$ cat config.mk
export PLATFORM = sky130hd
export DESIGN_NAME = chebyshev_series_eval
export DESIGN_NICKNAME = d
export VERILOG_FILES = /design/src/rtl/core/cse_pkg.sv /design/src/rtl/core/chebyshev_series_eval.sv /design/src/rtl/core/cse_ram.sv /design/src/rtl/core/cse_mac.sv
export SDC_FILE = /design/constraint.sdc
export NUM_CORES = 2
export LEC_CHECK = 0
export BUFFER_PORTS_ARGS = -buffer_cell sky130_fd_sc_hd__buf_4
export CAP_MARGIN = 0
export CORE_MARGIN = 5
export CORE_UTILIZATION = 50
export CTS_CLUSTER_DIAMETER = 100
export DETAILED_ROUTE_END_ITERATION = 16
export GPL_TIMING_DRIVEN = 0
export PLACE_DENSITY = 0.73
export REMOVE_ABC_BUFFERS = 1
export SYNTH_ARGS = -nofsm -noshare
export SYNTH_HDL_FRONTEND = slang
export SYNTH_HIERARCHICAL = 1
export SYNTH_SLANG_ARGS = --single-unit
$ cat constraint.sdc
create_clock -name clock -period 8.7 [get_ports clock]
set_clock_uncertainty 0.05 [all_clocks]
set_input_delay 0.435 -clock clock [delete_from_list [all_inputs] [get_ports clock]]
set_output_delay 0.435 -clock clock [all_outputs]
set_load 0.02 [all_outputs]
$ cat src/rtl/core/cse_pkg.sv
package cse_pkg;

   localparam int COEF_W = 24;
   localparam int X_W    = 16;
   localparam int ACC_W  = 32;
   localparam int IDX_W  = 6;
   localparam int DEG_W  = 6;

   localparam logic FUNC_WRITE = 1'b0;
   localparam logic FUNC_EVAL  = 1'b1;

   typedef struct packed {
      logic                     func;
      logic [IDX_W-1:0]         coef_index;
      logic signed [COEF_W-1:0] coef_value;
      logic signed [X_W-1:0]    x_value;
      logic                     end_of_block;
   } req_type;

   typedef struct packed {
      logic signed [ACC_W-1:0] y_value;
      logic                    overflow;
      logic                    end_of_block_out;
   } rsp_type;

   typedef enum logic [1:0] {
      ST_IDLE,
      ST_MUL,
      ST_ACC
   } state_type;

   typedef struct packed {
      logic mul_en;
      logic last;
   } mac_ctrl_type;

endpackage

$ cat src/rtl/core/chebyshev_series_eval.sv
// Channel   Direction  Handshake              Moves
// req       in         req_valid/req_ready    coefficient write or evaluation point
// rsp       out        rsp_valid/rsp_ready    series value, overflow, block marker
// csr       in         csr_wr_en              degree register, no wait
// A coefficient write completes without leaving ST_IDLE. An evaluation runs from c[d] down
// to c0, where d is the degree clamped to MAX_DEGREE, on the shared multiply and add unit
// with a ST_MUL and a ST_ACC step per coefficient. Reset is synchronous and clears the degree
// and control state; the coefficient store stays undefined until written. The result
// register holds one point; a second point waits at its final step until it is free.
module chebyshev_series_eval
   import cse_pkg::*;
#(
   parameter int MAX_DEGREE = 63
) (
   input  logic             clock,
   input  logic             reset,
   input  logic             req_valid,
   output logic             req_ready,
   input  req_type          req_payload,
   output logic             rsp_valid,
   input  logic             rsp_ready,
   output rsp_type          rsp_payload,
   input  logic             csr_wr_en,
   input  logic [DEG_W-1:0] csr_wr_data
);

   localparam int DEPTH = MAX_DEGREE + 1;
   localparam int AW    = $clog2(DEPTH);

   state_type               state_ff, state_in;
   logic [AW-1:0]           k_ff, k_in;
   logic signed [X_W-1:0]   x_ff, x_in;
   logic                    eob_ff, eob_in;
   logic signed [ACC_W-1:0] b1_ff, b1_in;
   logic signed [ACC_W-1:0] b2_ff, b2_in;
   logic                    ovf_ff, ovf_in;
   logic [DEG_W-1:0]        degree_ff;
   logic                    rsp_valid_ff, rsp_valid_in;
   rsp_type                 rsp_ff, rsp_in;

   logic                    rsp_free;
   logic [AW-1:0]           deg_clamped;
   logic                    ram_we;
   logic                    ram_re;
   logic [AW-1:0]           ram_raddr;
   logic [COEF_W-1:0]       ram_rdata;
   mac_ctrl_type            mac_ctrl;
   logic signed [ACC_W-1:0] mac_sum;
   logic                    mac_sat;

   assign rsp_free    = !rsp_valid_ff || rsp_ready;
   assign deg_clamped = (32'(degree_ff) > MAX_DEGREE) ? AW'(MAX_DEGREE) : AW'(degree_ff);

   cse_ram #(
      .WIDTH(COEF_W),
      .DEPTH(DEPTH)
   ) u_store (
      .clock  (clock),
      .wr_en  (ram_we),
      .wr_addr(AW'(req_payload.coef_index)),
      .wr_data(req_payload.coef_value),
      .rd_en  (ram_re),
      .rd_addr(ram_raddr),
      .rd_data(ram_rdata)
   );

   cse_mac u_mac (
      .clock    (clock),
      .ctrl     (mac_ctrl),
      .x_value  (x_ff),
      .b1       (b1_ff),
      .b2       (b2_ff),
      .coef     ($signed(ram_rdata)),
      .sum      (mac_sum),
      .saturated(mac_sat)
   );

   always_comb begin
      state_in = state_ff;
      unique case (state_ff)
         ST_IDLE: begin
            if (req_valid && (req_payload.func == FUNC_EVAL)) begin
               state_in = ST_MUL;
            end
         end
         ST_MUL: begin
            state_in = ST_ACC;
         end
         ST_ACC: begin
            if (k_ff != '0) begin
               state_in = ST_MUL;
            end else if (rsp_free) begin
               state_in = ST_IDLE;
            end
         end
         default: begin
            state_in = ST_IDLE;
         end
      endcase
   end

   always_comb begin
      k_in            = k_ff;
      x_in            = x_ff;
      eob_in          = eob_ff;
      b1_in           = b1_ff;
      b2_in           = b2_ff;
      ovf_in          = ovf_ff;
      ram_we          = 1'b0;
      ram_re          = 1'b0;
      ram_raddr       = k_ff;
      mac_ctrl.mul_en = 1'b0;
      mac_ctrl.last   = (k_ff == '0);
      rsp_valid_in    = rsp_valid_ff && !rsp_ready;
      rsp_in          = rsp_ff;
      unique case (state_ff)
         ST_IDLE: begin
            if (req_valid) begin
               if (req_payload.func == FUNC_WRITE) begin
                  ram_we = (32'(req_payload.coef_index) <= MAX_DEGREE);
               end else begin
                  x_in      = req_payload.x_value;
                  eob_in    = req_payload.end_of_block;
                  b1_in     = '0;
                  b2_in     = '0;
                  ovf_in    = 1'b0;
                  k_in      = deg_clamped;
                  ram_re    = 1'b1;
                  ram_raddr = deg_clamped;
               end
            end
         end
         ST_MUL: begin
            mac_ctrl.mul_en = 1'b1;
         end
         ST_ACC: begin
            if (k_ff != '0) begin
               b2_in     = b1_ff;
               b1_in     = mac_sum;
               ovf_in    = ovf_ff || mac_sat;
               k_in      = k_ff - AW'(1);
               ram_re    = 1'b1;
               ram_raddr = k_ff - AW'(1);
            end else if (rsp_free) begin
               rsp_valid_in            = 1'b1;
               rsp_in.y_value          = mac_sum;
               rsp_in.overflow         = ovf_ff || mac_sat;
               rsp_in.end_of_block_out = eob_ff;
            end
         end
         default: begin
         end
      endcase
   end

   always_ff @(posedge clock) begin
      if (reset) begin
         state_ff     <= ST_IDLE;
         rsp_valid_ff <= 1'b0;
         degree_ff    <= '0;
      end else begin
         state_ff     <= state_in;
         rsp_valid_ff <= rsp_valid_in;
         if (csr_wr_en) begin
            degree_ff <= csr_wr_data;
         end
      end
   end

   always_ff @(posedge clock) begin
      k_ff   <= k_in;
      x_ff   <= x_in;
      eob_ff <= eob_in;
      b1_ff  <= b1_in;
      b2_ff  <= b2_in;
      ovf_ff <= ovf_in;
      rsp_ff <= rsp_in;
   end

   assign req_ready   = (state_ff == ST_IDLE);
   assign rsp_valid   = rsp_valid_ff;
   assign rsp_payload = rsp_ff;

`ifndef ASSERT_OFF
   a_eval_starts_mul: assert property (@(posedge clock) disable iff (reset)
      (req_valid && req_ready && (req_payload.func == FUNC_EVAL)) |=> (state_ff == ST_MUL))
      else $error("evaluation transfer did not start the recurrence");

   a_rsp_from_last_step: assert property (@(posedge clock) disable iff (reset)
      (rsp_valid_in && !(rsp_valid_ff && !rsp_ready)) |-> ((state_ff == ST_ACC) && (k_ff == '0)))
      else $error("result loaded outside the final recurrence step");

   a_stall_holds_acc: assert property (@(posedge clock) disable iff (reset)
      ((state_ff == ST_ACC) && (k_ff == '0) && !rsp_free) |=> ($stable(b1_ff) && $stable(b2_ff)))
      else $error("accumulators changed while the final step waited");

   a_no_write_when_busy: assert property (@(posedge clock) disable iff (reset)
      ram_we |-> (state_ff == ST_IDLE))
      else $error("coefficient write during evaluation");

   a_index_in_range: assert property (@(posedge clock) disable iff (reset)
      (state_ff != ST_IDLE) |-> (32'(k_ff) <= MAX_DEGREE))
      else $error("coefficient index beyond the store");
`endif

endmodule

$ cat src/rtl/core/cse_ram.sv
module cse_ram #(
   parameter int WIDTH = 24,
   parameter int DEPTH = 64
) (
   input  logic                     clock,
   input  logic                     wr_en,
   input  logic [$clog2(DEPTH)-1:0] wr_addr,
   input  logic [WIDTH-1:0]         wr_data,
   input  logic                     rd_en,
   input  logic [$clog2(DEPTH)-1:0] rd_addr,
   output logic [WIDTH-1:0]         rd_data
);

   logic [WIDTH-1:0] mem_ff [DEPTH];
   logic [WIDTH-1:0] rd_data_ff;

   always_ff @(posedge clock) begin
      if (wr_en) begin
         mem_ff[wr_addr] <= wr_data;
      end
      if (rd_en) begin
         rd_data_ff <= mem_ff[rd_addr];
      end
   end

   assign rd_data = rd_data_ff;

endmodule

$ cat src/rtl/core/cse_mac.sv
module cse_mac
   import cse_pkg::*;
(
   input  logic                     clock,
   input  mac_ctrl_type             ctrl,
   input  logic signed [X_W-1:0]    x_value,
   input  logic signed [ACC_W-1:0]  b1,
   input  logic signed [ACC_W-1:0]  b2,
   input  logic signed [COEF_W-1:0] coef,
   output logic signed [ACC_W-1:0]  sum,
   output logic                     saturated
);

   localparam int PROD_W = X_W + ACC_W;
   localparam int SUM_W  = ACC_W + 4;

   logic signed [PROD_W-1:0] prod_ff;
   logic signed [PROD_W-1:0] prod_in;
   logic signed [PROD_W-1:0] x_ext;
   logic signed [PROD_W-1:0] b1_ext;
   logic signed [PROD_W-1:0] shifted;
   logic signed [SUM_W-1:0]  total;

   assign x_ext   = {{ACC_W{x_value[X_W-1]}}, x_value};
   assign b1_ext  = {{X_W{b1[ACC_W-1]}}, b1};
   assign prod_in = x_ext * b1_ext;

   always_ff @(posedge clock) begin
      if (ctrl.mul_en) begin
         prod_ff <= prod_in;
      end
   end

   // The final step uses x*b rather than 2x*b, so it shifts one place further.
   assign shifted = ctrl.last ? (prod_ff >>> 15) : (prod_ff >>> 14);

   assign total = shifted[SUM_W-1:0]
                - {{(SUM_W-ACC_W){b2[ACC_W-1]}}, b2}
                + {{(SUM_W-COEF_W){coef[COEF_W-1]}}, coef};

   assign saturated = (total[SUM_W-1:ACC_W-1] != '0) && (total[SUM_W-1:ACC_W-1] != '1);

   always_comb begin
      if (!saturated) begin
         sum = total[ACC_W-1:0];
      end else if (total[SUM_W-1]) begin
         sum = {1'b1, {(ACC_W-1){1'b0}}};
      end else begin
         sum = {1'b0, {(ACC_W-1){1'b1}}};
      end
   end

endmodule

## Yosys cells after proc, flatten, opt, wreduce, memory -nomap -nowiden

Memories as Yosys holds them, arrays and structs flattened. A register that Yosys moved wholly into a read port is not among the register bits.
Index checks and enable logic that the tools add are counted.

| word-level totals | value |
|---|---|
| memories kept | 1 |
| flip-flop bits (word level) | 179 |
| word-level logic and storage cells | 77 |
| input port bits | 59 |
| RAM bits | 1536 |
| output and inout bits | 36 |

Memory list:

| memory | words | width | rd ports | clocked after memory_dff | write ports | RTL line | text |
|---|---|---|---|---|---|---|---|
| u_store.mem_ff | 64 | 24 | 1 | 1 | 1 | cse_ram.sv:14 | `logic [WIDTH-1:0] mem_ff [DEPTH];` |

| cells by class | value |
|---|---|
| add/sub/neg operators | 3 |
| bitwise operators | 1 |
| multiplexer cells | 34 |
| $mul | 1 |
| equality and inequality tests | 8 |
| reduce and logical (&&, ||, !) cells | 16 |

Operator list:

| cell | number |
|---|---|
| 2-to-1 mux 32 bit | 6 |
| one-hot mux 32 bit (2 select lines) | 2 |
| multiplier 16 x 32 -> 48 bit | 1 |
| adder 36 bit | 1 |
| subtractor 34 x 32 -> 35 bit | 1 |
| 2-to-1 mux 33 bit | 1 |
| 2-to-1 mux 6 bit | 3 |
| 2-to-1 mux 1 bit | 15 |
| one-hot mux 6 bit (2 select lines) | 1 |
| logical NOT 6 bit | 1 |
| 2-to-1 mux 2 bit | 3 |
| one-hot mux 2 bit (3 select lines) | 1 |
| AND reduction 3 bit | 2 |
| nonzero test 6 bit | 1 |
| subtractor 6 x 1 -> 6 bit (second input constant) | 1 |
| inequality test 5 bit (second input constant) | 1 |
| nonzero test 5 bit | 1 |
| inequality test 2 x 1 -> 1 bit (second input constant) | 2 |
| inequality test 2 bit (second input constant) | 2 |
| one-hot mux 1 bit (2 select lines) | 2 |
| AND reduction 4 bit | 1 |
| logical AND 1 bit | 3 |
| inequality test 3 bit (second input constant) | 1 |
| == test 2 x 1 -> 1 bit (second input constant) | 1 |
| other kinds (7) | 9 |

## Logic depth before layout (Yosys ltp)

| logic depth | value |
|---|---|
| depth in word-level cells | 9 |
| gate-level depth with buffers | 35 |
| gate-level depth less buffers | 32 |

## Modules after synthesis

Netlist, hierarchy kept.

By module, submodules not included:

| module | times used | area an instance (sq um) | cells each | seq. area each (sq um) |
|---|---|---|---|---|
| cse_ram | 1 | 59535.8 | 2610 | 46844.9 |
| cse_mac | 1 | 22546.6 | 2578 | 1021.0 |
| chebyshev_series_eval | 1 | 4692.0 | 280 | 3783.6 |

## Least setup slack after synthesis

Ideal clock, no wire load.

| timing path | value |
|---|---|
| kind | reg-to-reg |
| start point | register k_ff[2] |
| end point | register ovf_ff (data pin) |
| slack | 1.715 ns |
| stages on the path, launching flop included | 30 |
| data required time | 8.395 ns |
| data arrival time | 6.680 ns |
| buffers on the path | 2 |
| clock period less this slack | 6.985 ns |
| setup time | 0.255 ns |
| cell sequence | dfxtp_1 or3_4 or2_1 inv_2 clkbuf_1 clkbuf_1 mux2_2 ha_1 a21oi_1 nor2b_1 o21ai_0 nand2b_1 a311o_1 a21oi_1 o211ai_1 a21boi_0 o21ai_0 xor2_1 ha_1 and2_1 and3_1 and3_1 a221oi_2 nor2b_1 a311oi_2 xor2_2 a41oi_2 nand2b_1 or2_2 and2_1 |

RTL lines:

| item | RTL line | text |
|---|---|---|
| start, declared | chebyshev_series_eval.sv:31 | `logic [AW-1:0] k_ff, k_in;` |
| start signal, assigned | chebyshev_series_eval.sv:171 | `k_ff <= k_in;` |
| end signal, assigned | chebyshev_series_eval.sv:176 | `ovf_ff <= ovf_in;` |
| end, declared | chebyshev_series_eval.sv:36 | `logic ovf_ff, ovf_in;` |

==> summary by stage <==
Logic synthesis
The number of synthesized register bits is around 1700. The share of the yosys chip area belonging to registers is 59.5%. The number of enable-type register cells in the synthesized netlist is 1710. The synthesized netlist occupies a cell area of slightly below 90000 um2. Sorting the synthesized cells by area gives the leading types as edfxtp_1 (59%), fa_1 (11%), mux4_2 (9.2%), inv_1 (2.6%), ha_1 (2.6%). Among all flip-flop cells after synthesis, the most frequent one is edfxtp_1. After synthesis, the share of flip-flops with an asynchronous set or reset is 0%.

Ranked by instance count, the synthesized netlist is headed by edfxtp_1 (1710), inv_1 (608), fa_1 (487). Counting every instance in the synthesized netlist gives 5468. The synthesized area per cell is between 15 and 20 um2. The cell type contributing the most total cell area after synthesis is edfxtp_1. The count of synthesis-stage warnings from yosys is 6. After synthesis, the largest area contributor takes up 59.2% of total cell area. The most used standard cell by instance count after synthesis is edfxtp_1. The number of distinct library cell variants in the gate-level netlist after synthesis is 87.

Layout
Registers take 51600 um2. Counting the fill cells in the layout gives 12800. The area taken by multi-input logic gates is around 32000 um2. The final layout contains between 6000 and 7000 nets.

At the end of the flow the core is filled with cells to 56.7%. The post-route non-filler standard cell count is 8064. Of the cells placed in the final design, the portion with a size suffix greater than 1 is 17.0%. The post-synthesis to final-layout area growth is 12.6%.

Global routing
The initial antenna violation count came to 8. The maximum number of pins on one net before global-route repair is 66. The via count of the first global-routing pass is 50600. After global routing the overflow that remains totals 0. The first global-routing pass estimated 322 mm of wire. The total global-route track usage is 23.8%.

Worst setup path
STA classifies the critical path startpoint as a register. Data on the critical path arrives at its endpoint at 8.57 ns. Counting cells, the worst reg-to-reg path comes to 31. STA classifies the critical path endpoint as a register. The largest individual stage delay along the critical path comes from the cell o31ai_2. The most prevalent standard cell on the critical path is a21oi_1. The largest single stage delay on the critical path is 0.54 ns. The setup path with the least slack is of type reg2reg.

The required arrival time at the worst endpoint is 9.15 ns. The largest fanout on the critical path is 36.

Timing
The final period utilization is 93.3%. Setup repair after global routing left no endpoint under its margin. Counting I/O delays and the setup requirement, the final critical path takes 8.12 ns. The transition time at the pin with the least slew margin is 1.47 ns.

Based on the critical path, the design can be clocked at up to 0.123 GHz. The number of hold violations in the final report was 0. The worst-case headroom to the max-slew limit is 2.10%. The count of endpoints failing setup in the final report is 0. The max-slew violation total from the final report is 0.

Detailed routing
The average wire per standard cell is roughly 27 um. The via-per-instance ratio is roughly 6. In this run, the number of DRC markers left after iteration 0 of detailed routing was between 5000 and 6000. Across all layers, the routed design uses approximately 48000 vias.

In the routed design, unresolved DRC markers number 0. The final routed wirelength across all metal layers is ~210 mm. The count of nets left with antenna violations once routing finished came out at 0.

For this run, the detailed router's first-pass iteration total came to 8.

Clock network
Counting the buffers created by CTS gives 167. For this design, the sink count on the clock tree is 1725. The clock passes through at most 3 buffers. After clock tree synthesis, the clock-pin slew on the worst setup and hold paths is 0.06 ns. The CTS tree is built.

The clock root buffer is clkbuf_16. The later pin in the worst-skew pair is clocked with a latency of approximately 0.80 ns. In this run the number of H-tree levels came out at 4.

Floorplanning
The floorplan core area is 172000 um2. The width of the die is 427 um. The number of rows in the core area is 152. Once the floorplan was initialized, standard cells occupied ~50% of the core.

The floorplan step set the die height to roughly 430 um. The floorplan step defined a die boundary enclosing 182000 um2. The number of placed I/O pins is 95.

Power and ir drop
Summed over all cells, the static leakage comes to around 34 nW. The maximum VDD drop is slightly below 0.6 mV. The total power is 39.5 mW. In this run the power density over the cells is between 400 and 500 nW/um2.

Place
At the end of routability-driven placement, the weighted congestion stood at around 0.85. The placed instance count is between 7000 and 8000. The count of buffers added on input and output ports is 94. The half-perimeter wire length after detailed placement is 134 mm.

Run
Across the run, the number of max-cap violations was 0.

Status
The flow ran to the end, and the final reports show no timing, DRC or antenna violations.

Min path
The min-delay analysis places its worst path in the category in2reg. Counting instances, the worst hold path has a depth of 4.
-- routing by layer --
metal | vias up | global-route usage (%) | part of all wire (%)
li1 | 20300 | - | -
met4 | 4 | 8.98 | 4.0
met5 | - | 0 | 0.013
met2 | 2578 | 39.7 | 49
met3 | 436 | 4.10 | 8.8
met1 | 25200 | 31.6 | 38
-- flip-flops by register name, indices dropped and copies added (netlist names), 2 cells and up --
signal / flops
state_ff: 2
b2_ff: 32
k_ff: 6
rsp_payload: 34
u_mac/prod_ff: 34
x_ff: 16
b1_ff: 32
u_store/mem_ff: 1536
u_store/rd_data: 24
deg_clamped: 6
-- where the power goes --
group / switching, mW / leakage [nW] / internal [mW] / total (mW)
Sequential: 0.220 / 15.6 / 10.3 / 10.5
Combinational: 12.5 / 16.3 / 9.36 / 21.9
Clock: 3.18 / 2.59 / 3.94 / 7.12
-- worst max-delay path: cells and delay by family, from the launching register on --
family / cells / cell delay (ns)
and+or+nand+nor: 4 / 1.07
DFF: 1 / 0.39
xor gates and xnor gates: 1 / 0.16
buffers and inverters: 4 / 0.80
muxes: 1 / 0.27
AOI/OAI and AO/OA: 18 / 4.14
adders and majority gates: 3 / 0.95
-- area by class of cell --
class	instances	area share [%]
inverter	612	2.36
tap	2310	2.96
clock buffer	200	4.43
timing repair buffer	228	3.24
antenna	7	0.0179
sequential	1725	52.9
clock inverter	101	1.09
multi-input combinational	2881	33.0
-- cells by family after synthesis --
kind of cell	after synthesis	share of synthesized area (%)
xor+xnor	95	0.968
compound gates	553	4.35
simple gates	1018	5.75
buf+inv	862	4.02
fa+ha+maj	669	13.9
mux	546	11.5
flops	1725	59.5
-- layout by cell type (no fill, tap or decap), types with 41 or more instances in the layout --
master / n
xnor2_1: 70
buf_12: 54
buf_4: 100
fa_1: 487
o22ai_1: 54
edfxtp_1: 1710
mux2_2: 85
nor2_1: 103
mux4_2: 355
and2_1: 273
a221oi_1: 55
inv_1: 608
nor2_4: 64
nand3_1: 41
clkbuf_16: 168
ha_1: 182
a21o_1: 72
clkinv_1: 41
a21oi_1: 122
o21ai_0: 57
mux2i_1: 106
nand2_1: 370
-- stage by stage --
stage / TNS [ns] / area, um2 / worst slack [ns] / hold slack [ns]
floorplan: -658.82 / 85600 / -27.82 / 0.350
global placement: -1162.41 / 89200 / -50.98 / 0.357
detailed placement: 0 / 91900 / 0.197 / 0.368
CTS: 0 / 97600 / 0.154 / 0.00828
global route: 0 / 97700 / 0.119 / 0.0817
finish: 0 / 97700 / 0.584 / 0.0631
-- path summary, 6_finish.rpt --
| check | from | endpoint | slack, ns |
|---|---|---|---|
| max reg2reg | k_ff[2]$_DFF_P_ | b1_ff[13]$_SDFFCE_PN0P_ | 0.58 |
| min | rsp_ready | state_ff[1]$_SDFFE_PP0P_ | 0.06 |
| min reg2reg | eob_ff$_DFFE_PP_ | rsp_payload[0]$_DFFE_PP_ | 0.38 |
| max | k_ff[2]$_DFF_P_ | b1_ff[13]$_SDFFCE_PN0P_ | 0.58 |
-- timing repair --
action	in CTS	in global routing
gates resized for setup	0	3
endpoints found under the hold margin	26	0
hold buffers	32	0
setup buffers	0	5
endpoints found under the setup margin	0	43
No activity file was read; power rests on OpenSTA's default activity.
